**src/hw/rtl/msso_pkg.sv**
```systemverilog
`default_nettype none
package msso_pkg;
  typedef enum logic [1:0] {
    ST_OK   = 2'd0,
    ST_FAIL = 2'd1,
    ST_PROT = 2'd2
  } status_e;

  typedef enum logic [1:0] {
    CFG_PROTO_A = 2'd0,
    CFG_PROTO_B = 2'd1,
    CFG_PROTO_C = 2'd2
  } cfg_idx_e;

  typedef enum logic [1:0] {
    OP_SEND   = 2'd0,
    OP_RECV   = 2'd1,
    OP_STATUS = 2'd2
  } op_e;

  typedef enum logic [1:0] {
    BK_IDLE = 2'd0,
    BK_SCAN = 2'd1,
    BK_READ = 2'd2,
    BK_DONE = 2'd3
  } bk_state_e;
endpackage
`default_nettype wire

```
**src/hw/rtl/msso_front.sv**
```systemverilog
`default_nettype none
module msso_front import msso_pkg::*; #(
  parameter int NUM_BOXES    = 16,
  parameter int PAYLOAD_BITS = 64,
  parameter int BOX_W        = 4
) (
  input  wire logic                    clk_i,
  input  wire logic                    rst_ni,
  input  wire logic                    cfg_we_i,
  input  wire logic [1:0]              cfg_idx_i,
  input  wire logic [7:0]              cfg_data_i,
  input  wire logic                    valid_i,
  output logic                         ready_o,
  input  wire logic                    req_type_i,
  input  wire logic [15:0]             own_id_i,
  input  wire logic [3:0]              own_box_i,
  input  wire logic [15:0]             dest_id_i,
  input  wire logic [3:0]              dest_box_i,
  input  wire logic                    dest_exists_i,
  input  wire logic [7:0]              protocol_i,
  input  wire logic [63:0]             payload_i,
  output logic                         q_valid_o,
  input  wire logic                    q_ready_i,
  output op_e                          q_op_o,
  output status_e                      q_status_o,
  output logic [BOX_W-1:0]             q_box_o,
  output logic [15:0]                  q_sender_o,
  output logic [7:0]                   q_proto_o,
  output logic [PAYLOAD_BITS-1:0]      q_payload_o
);
  logic [7:0] pa_q, pb_q, pc_q;
  logic       full_q;
  op_e        op_q, op_d;
  status_e    st_q, st_d;
  logic [BOX_W-1:0] box_q, box_d;
  logic [15:0] snd_q;
  logic [7:0]  pr_q;
  logic [PAYLOAD_BITS-1:0] pl_q;
  logic        take;
  logic [3:0]  sel_box;
  logic        box_ok;

  always_ff @(posedge clk_i or negedge rst_ni) begin
    if (!rst_ni) begin
      pa_q <= 8'd0; pb_q <= 8'd1; pc_q <= 8'd2;
    end else if (cfg_we_i) begin
      unique case (cfg_idx_i)
        CFG_PROTO_A: pa_q <= cfg_data_i;
        CFG_PROTO_B: pb_q <= cfg_data_i;
        CFG_PROTO_C: pc_q <= cfg_data_i;
        default: ;
      endcase
    end
  end

  assign ready_o = !full_q || q_ready_i;
  assign take    = valid_i && ready_o;
  assign sel_box = req_type_i ? own_box_i : dest_box_i;
  assign box_ok  = {28'd0, sel_box} < NUM_BOXES;

  // classify: receive on a bad box and failed sends need no slot work
  always_comb begin
    st_d  = ST_OK;
    op_d  = OP_STATUS;
    box_d = sel_box[BOX_W-1:0];
    if (req_type_i) begin
      op_d = box_ok ? OP_RECV : OP_STATUS;
    end else if (dest_id_i == 16'd0 || !dest_exists_i || !box_ok) begin
      st_d = ST_FAIL;
    end else if (protocol_i != pa_q && protocol_i != pb_q && protocol_i != pc_q) begin
      st_d = ST_PROT;
    end else begin
      op_d = OP_SEND;
    end
  end

  always_ff @(posedge clk_i or negedge rst_ni) begin
    if (!rst_ni) begin
      full_q <= 1'b0;
    end else if (take) begin
      full_q <= 1'b1;
    end else if (q_ready_i) begin
      full_q <= 1'b0;
    end
  end

  always_ff @(posedge clk_i) begin
    if (take) begin
      op_q  <= op_d;
      st_q  <= st_d;
      box_q <= box_d;
      snd_q <= own_id_i;
      pr_q  <= protocol_i;
      pl_q  <= payload_i[PAYLOAD_BITS-1:0];
    end
  end

  assign q_valid_o   = full_q;
  assign q_op_o      = op_q;
  assign q_status_o  = st_q;
  assign q_box_o     = box_q;
  assign q_sender_o  = snd_q;
  assign q_proto_o   = pr_q;
  assign q_payload_o = pl_q;
endmodule
`default_nettype wire

```
**config.mk**
```make
export PLATFORM = sky130hd
export DESIGN_NAME = msso_front
export DESIGN_NICKNAME = d
export VERILOG_FILES = /design/src/hw/rtl/msso_pkg.sv /design/src/hw/rtl/msso_front.sv
export SDC_FILE = /design/constraint.sdc
export NUM_CORES = 1
export LEC_CHECK = 0
export BUFFER_PORTS_ARGS = -buffer_cell sky130_fd_sc_hd__buf_2
export CAP_MARGIN = 5
export CORE_ASPECT_RATIO = 1.1
export CORE_MARGIN = 2
export CORE_UTILIZATION = 35
export DETAILED_ROUTE_END_ITERATION = 6
export PLACE_DENSITY = 0.68
export SLEW_MARGIN = 20
export SYNTH_ARGS = -nofsm -noshare
export SYNTH_HDL_FRONTEND = slang
export SYNTH_SLANG_ARGS = --single-unit
```
**constraint.sdc**
```tcl
create_clock -name clk_i -period 3.3 [get_ports clk_i]
set_input_delay 0.495 -clock clk_i [delete_from_list [all_inputs] [get_ports clk_i]]
set_output_delay 0.495 -clock clk_i [all_outputs]
set_load 0.05 [all_outputs]
```
After elaboration in Yosys (flattened, before gate mapping) --
Index checks and enable logic that the tools add are counted.
Word-level totals: bits in registers 121, output and inout port bits 98, word-level logic and storage cells 36
Operators by class: equality and inequality tests 5, multiplexer cells 6, reductions and logical operators 14
Operators by type and width (number):
- $ne A8 B8 Y1 | 3
- $logic_not A16 Y1 | 1
- $reduce_and A2 Y1 | 3
- $mux W2 | 2
- $mux W4 | 1
- $logic_and A1 B1 Y1 | 3
- $mux W1 | 3
- $eq A2 B1 Y1 const B | 1
- $eq A2 B2 Y1 const B | 1
- $logic_not A1 Y1 | 2
- $logic_not A2 Y1 | 1
- $logic_or A1 B1 Y1 | 2
- $reduce_bool A2 Y1 | 1
- $reduce_or A2 Y1 | 1

Depth between registers and ports, before layout --
depth after elaboration 5, depth in mapped cells 4, depth with buffers taken out 4

Least setup slack after synthesis --
OpenSTA, ideal clock, no wires.
kind reg2reg, start register full_q (netlist: q_valid_o), end register box_q[0] (netlist: q_box_o[0]) (enable), library setup time 0.465 ns, arrival time 3.365 ns, required time 2.835 ns, path slack -0.530 ns, stages on the path, launching flop included 3, buffers on the path 0, period minus slack after synthesis 3.830 ns, cells stage by stage dfrtp_1 -> nand2b_1 -> and2_1
On the way: longest elaborated chain between the ends 3
RTL lines:
- start, declared | RTL line msso_front.sv:32 | logic full_q;
- start signal, assigned | RTL line msso_front.sv:79 | full_q <= 1'b0;
- start signal, assigned | RTL line msso_front.sv:81 | full_q <= 1'b1;
- start signal, assigned | RTL line msso_front.sv:83 | full_q <= 1'b0;
- $logic_not A1 Y1 | RTL line msso_front.sv:56 | assign ready_o = !full_q || q_ready_i;
- $logic_or A1 B1 Y1 | RTL line msso_front.sv:56
- via ready_o | RTL line msso_front.sv:13 | output logic ready_o,
- $logic_and A1 B1 Y1 | RTL line msso_front.sv:57 | assign take = valid_i && ready_o;
- via take | RTL line msso_front.sv:39 | logic take;
- end signal, assigned | RTL line msso_front.sv:91 | box_q <= box_d;
- end, declared | RTL line msso_front.sv:35 | logic [BOX_W-1:0] box_q, box_d;
The timed path passes the listed nets, and every way through them passes these cells. A chain may end at the register's enable or synchronous reset.

Worst setup path after layout --
start register full_q (netlist: q_valid_o), end register snd_q[0] (netlist: q_sender_o[0]) (enable)
On the way: longest elaborated chain between the ends 3
RTL lines:
- $logic_not A1 Y1 | RTL line msso_front.sv:56
- $logic_or A1 B1 Y1 | RTL line msso_front.sv:56
- $logic_and A1 B1 Y1 | RTL line msso_front.sv:57
- via take | RTL line msso_front.sv:39
- end signal, assigned | RTL line msso_front.sv:92 | snd_q <= own_id_i;
- end, declared | RTL line msso_front.sv:36 | logic [15:0] snd_q;
The timed path passes the listed nets, and every way through them passes these cells.

==> summary.md <==
| Metric | Value |
|---|---|
| Netlist cell types | `19` |
| Share of async-settable or async-resettable flops after synthesis | `0.207` |
| Buffer count from post-CTS setup fixing | `0` |
| Unrepaired setup endpoints after global routing | `no` |
| Max frequency | `0.562 GHz` |
| Required arrival time at the worst endpoint | `3.39 ns` |
| Final ANT Viol Nets | `0` |
| Area share of the largest cell type after synthesis | `0.684` |
| Net count of the finished layout | `573` |
| Clock latency at the later pin of the worst-skew pair | `0.40 ns` |
| Overflow after GRT | `0` |
| Total track usage | `0.177` |
| Core box area | `11900 sq um` |
| Routability congestion estimate | `0.775` |
| Main flop type after synthesis | `sky130_fd_sc_hd__edfxtp_1` |
| Fraction of final layout cells sized beyond drive strength 1 | `0.643` |
| Clock transition at the register clock pins on the worst setup and hold paths after CTS | `0.06 ns` |
| Max-cap violation count | `0` |
| Hold WC Path Type | `input pin to async pin` |
| Tightest slew margin relative to the limit | `0.583` |
| Area of the mapped netlist | `4210 sq um` |
| Largest buffer count on any clock path | `2` |
| Commonest cells post-synth | `sky130_fd_sc_hd__edfxtp_1 (96), sky130_fd_sc_hd__mux2_2 (28), sky130_fd_sc_hd__dfrtp_1 (23), sky130_fd_sc_hd__xnor2_1 (18), sky130_fd_sc_hd__xor2_1 (6)` |
| Final worst setup slack | `1.52 ns` |
| Number of endpoints with negative hold slack in the final report | `0` |
| Reg2Reg Depth | `3` |
| Die area | `12900 sq um` |
| Post-route setup TNS | `0 ns` |
| Average instance area after synthesis | `21.3 sq um` |
| Transition at the pin with the smallest max-transition slack | `0.625 ns` |
| DIE HEIGHT | `119 microns` |
| Main combinational cell family by area after synthesis | `multiplexers` |
| Time the worst path needs with I/O delays and setup | `1.78 ns` |
| Share of the synthesized area in compound gates (AO/OA/AOI/OAI) | `0.00743` |
| Per-cell via count in the routed design | `4.46` |
| Clock tree from TritonCTS | `done` |
| End of the worst register-to-register path | `q_sender_o[0]$_DFFE_PP_` |
| Worst slack on hold paths | `0.0859 ns` |
| Global-route wire length before repair | `15900 microns` |
| Setup slack, reg-to-reg | `1.52 ns` |
| Setup clock skew after layout | `0.00625 ns` |
| Cell with the most instances after synthesis | `sky130_fd_sc_hd__edfxtp_1` |
| Data arrival time of the critical path | `1.86 ns` |
| Overall via count from detail_route | `2740` |
| CTS root buffer | `sky130_fd_sc_hd__clkbuf_16` |
| Worst flop-to-flop path startpoint | `q_valid_o$_DFFE_PN0P_` |
| CP peak stage delay | `0.56 ns` |
| Max stage delay cell, worst path | `sky130_fd_sc_hd__and2_4` |
| Width of the chip | `109 microns` |
| Hold_buf cts | `0` |
| Post-synthesis share of cell area spent on and, or, nand and nor gates | `0.0318` |
| Post_cts resized | `0` |
| Final worst-path cycle share | `0.539` |
| H-tree lvl count | `4` |
| Detailed router's first-iteration violation count | `118` |
| Peak ir drop on the vdd network | `0.327 mV` |
| Total power | `4.24 mW` |
| Final slew viol count | `0` |
| Final setup violation count | `0` |
| Yosys Warn Count | `0` |
| Sequence of cells on the critical path | `nand2b_1, and2_4, buf_4` |
| Syn_nets | `327` |
| Vias in the first global route | `2832` |
| Largest area contributor in the synthesized netlist | `sky130_fd_sc_hd__edfxtp_1` |
| Power Density | `687 nW/um^2` |
| Routed WL | `11300 microns` |
| Number of rows created at floorplan | `42` |
| Category of the critical setup timing path | `flip-flop to flip-flop` |
| Yosys reg bits | `121` |
| CTS buffer count | `17` |
| EDFF count, synth | `96` |
| Pre-CTS setup slack | `1.31 ns` |
| Leading cell types by total area after synthesis | `sky130_fd_sc_hd__edfxtp_1 (68%), sky130_fd_sc_hd__dfrtp_1 (14%), sky130_fd_sc_hd__mux2_2 (7.5%)` |
| Average wire per standard cell | `18.5 microns` |
| Maximum number of pins on one net before global-route repair | `46` |
| CP startpoint | `q_valid_o$_DFFE_PN0P_` |
| Residual DRC | `0` |
| P_leak | `2.64 nW` |
| Endpoint class of the critical path | `flip-flop` |
| Multiplexer area fraction after synthesis | `0.0748` |
| Synth Area in XOR/XNOR | `0.0499` |
| Synthesized netlist cell count | `198` |
| Initial core utilization | `0.355` |
| Port buffer count | `226` |
| Number of antenna violations at the first check in global routing | `4` |
| Crit-path max FO | `45` |
| Post-synthesis share of cell area spent on full adders, half adders and majority gates | `0` |
| Number of clock sinks | `121` |
| # fillers | `1026` |
| TritonRoute pass-1 iters | `4` |
| Run status | `finished, final reports clean` |
| Boundary Pins | `227` |
| Critical path startpoint category | `flip-flop` |
| Detail Placement HPWL | `8850 microns` |
| Growth of design area from synthesis to finish | `46.3%` |
| Sequential fraction of the synthesis area | `0.833` |
metrics by stage:
stage / utilization / area (sq um) / instances
6_report: 0.519 / 6160 / 614
2_1_floorplan: - / 4210 / 198
4_1_cts: 0.518 / 6150 / 611
3_3_place_gp: 0.468 / 5560 / 579
5_1_grt: 0.519 / 6160 / 613
3_5_place_dp: 0.468 / 5560 / 579
per-layer routing:
| layer | global-route usage | wire, microns | vias to the layer above |
|---|---|---|---|
| met5 | 0 | 19 | - |
| met4 | 0.0769 | 199 | 2 |
| met3 | 0.110 | 1570 | 16 |
| met2 | 0.295 | 5640 | 127 |
| met1 | 0.174 | 3910 | 1325 |
| li1 | - | - | 1270 |
sequential cells by signal, indices dropped and copies added, names as in the netlist:
register     flops
q_payload_o     64
q_sender_o      16
pa_q             8
pb_q             8
pc_q             8
q_proto_o        8
q_box_o          4
q_op_o           2
q_status_o       2
q_valid_o        1
cells in the final DEF (no fill, tap or decap), types with 4 or more instances in the layout:
cell type / netlist / final
sky130_fd_sc_hd__edfxtp_1: 96 / 96
sky130_fd_sc_hd__clkbuf_16: 0 / 17
sky130_fd_sc_hd__xor2_1: 6 / 6
sky130_fd_sc_hd__clkinv_4: 0 / 4
sky130_fd_sc_hd__xnor2_1: 18 / 18
sky130_fd_sc_hd__nand4_1: 4 / 4
sky130_fd_sc_hd__inv_6: 0 / 5
sky130_fd_sc_hd__nor4_1: 5 / 5
sky130_fd_sc_hd__buf_2: 0 / 226
sky130_fd_sc_hd__mux2_2: 28 / 28
sky130_fd_sc_hd__dfrtp_1: 23 / 23
where the power goes:
group / internal [mW] / total, mW / switching [mW]
clock network: 1.13 / 1.81 / 0.681
logic: 0.195 / 0.579 / 0.383
registers: 1.79 / 1.85 / 0.0556
logic make-up after synthesis:
| logic type | after synthesis |
|---|---|
| multiplexers | 28 |
| buffers and inverters | 3 |
| AND/OR/NAND/NOR | 18 |
| AO/OA/AOI/OAI | 4 |
| XOR/XNOR | 24 |
| flip-flops | 121 |
worst max-delay path by stage:
stage | to | slack, ns | cells after the start
CTS | q_payload_o[60]$_DFFE_PP_ | 1.53 | 3
global route | q_proto_o[7]$_DFFE_PP_ | 1.40 | 3
global placement | q_payload_o[60]$_DFFE_PP_ | 1.37 | 4
floorplan | q_box_o[0]$_DFFE_PP_ | 0.50 | 2
detailed placement | q_payload_o[60]$_DFFE_PP_ | 1.31 | 4
finish | q_sender_o[0]$_DFFE_PP_ | 1.52 | 3
critical path: cells and delay by family (launching register included):
kind	cells	cell delay (ns)
simple gates	2	0.67
buf+inv	1	0.38
flops	1	0.37
final cells by class:
cell class	count	area [sq um]	area share
Antenna cell	3	7.51	0.00122
Clock buffer	17	425	0.0690
Clock inverter	15	166	0.0270
Inverter	2	7.51	0.00122
Multi-Input combinational cell	74	693	0.112
Sequential cell	121	3510	0.570
Tap cell	154	193	0.0313
Timing Repair Buffer	228	1160	0.188
Note: power is estimated with default switching activity, not from simulation.
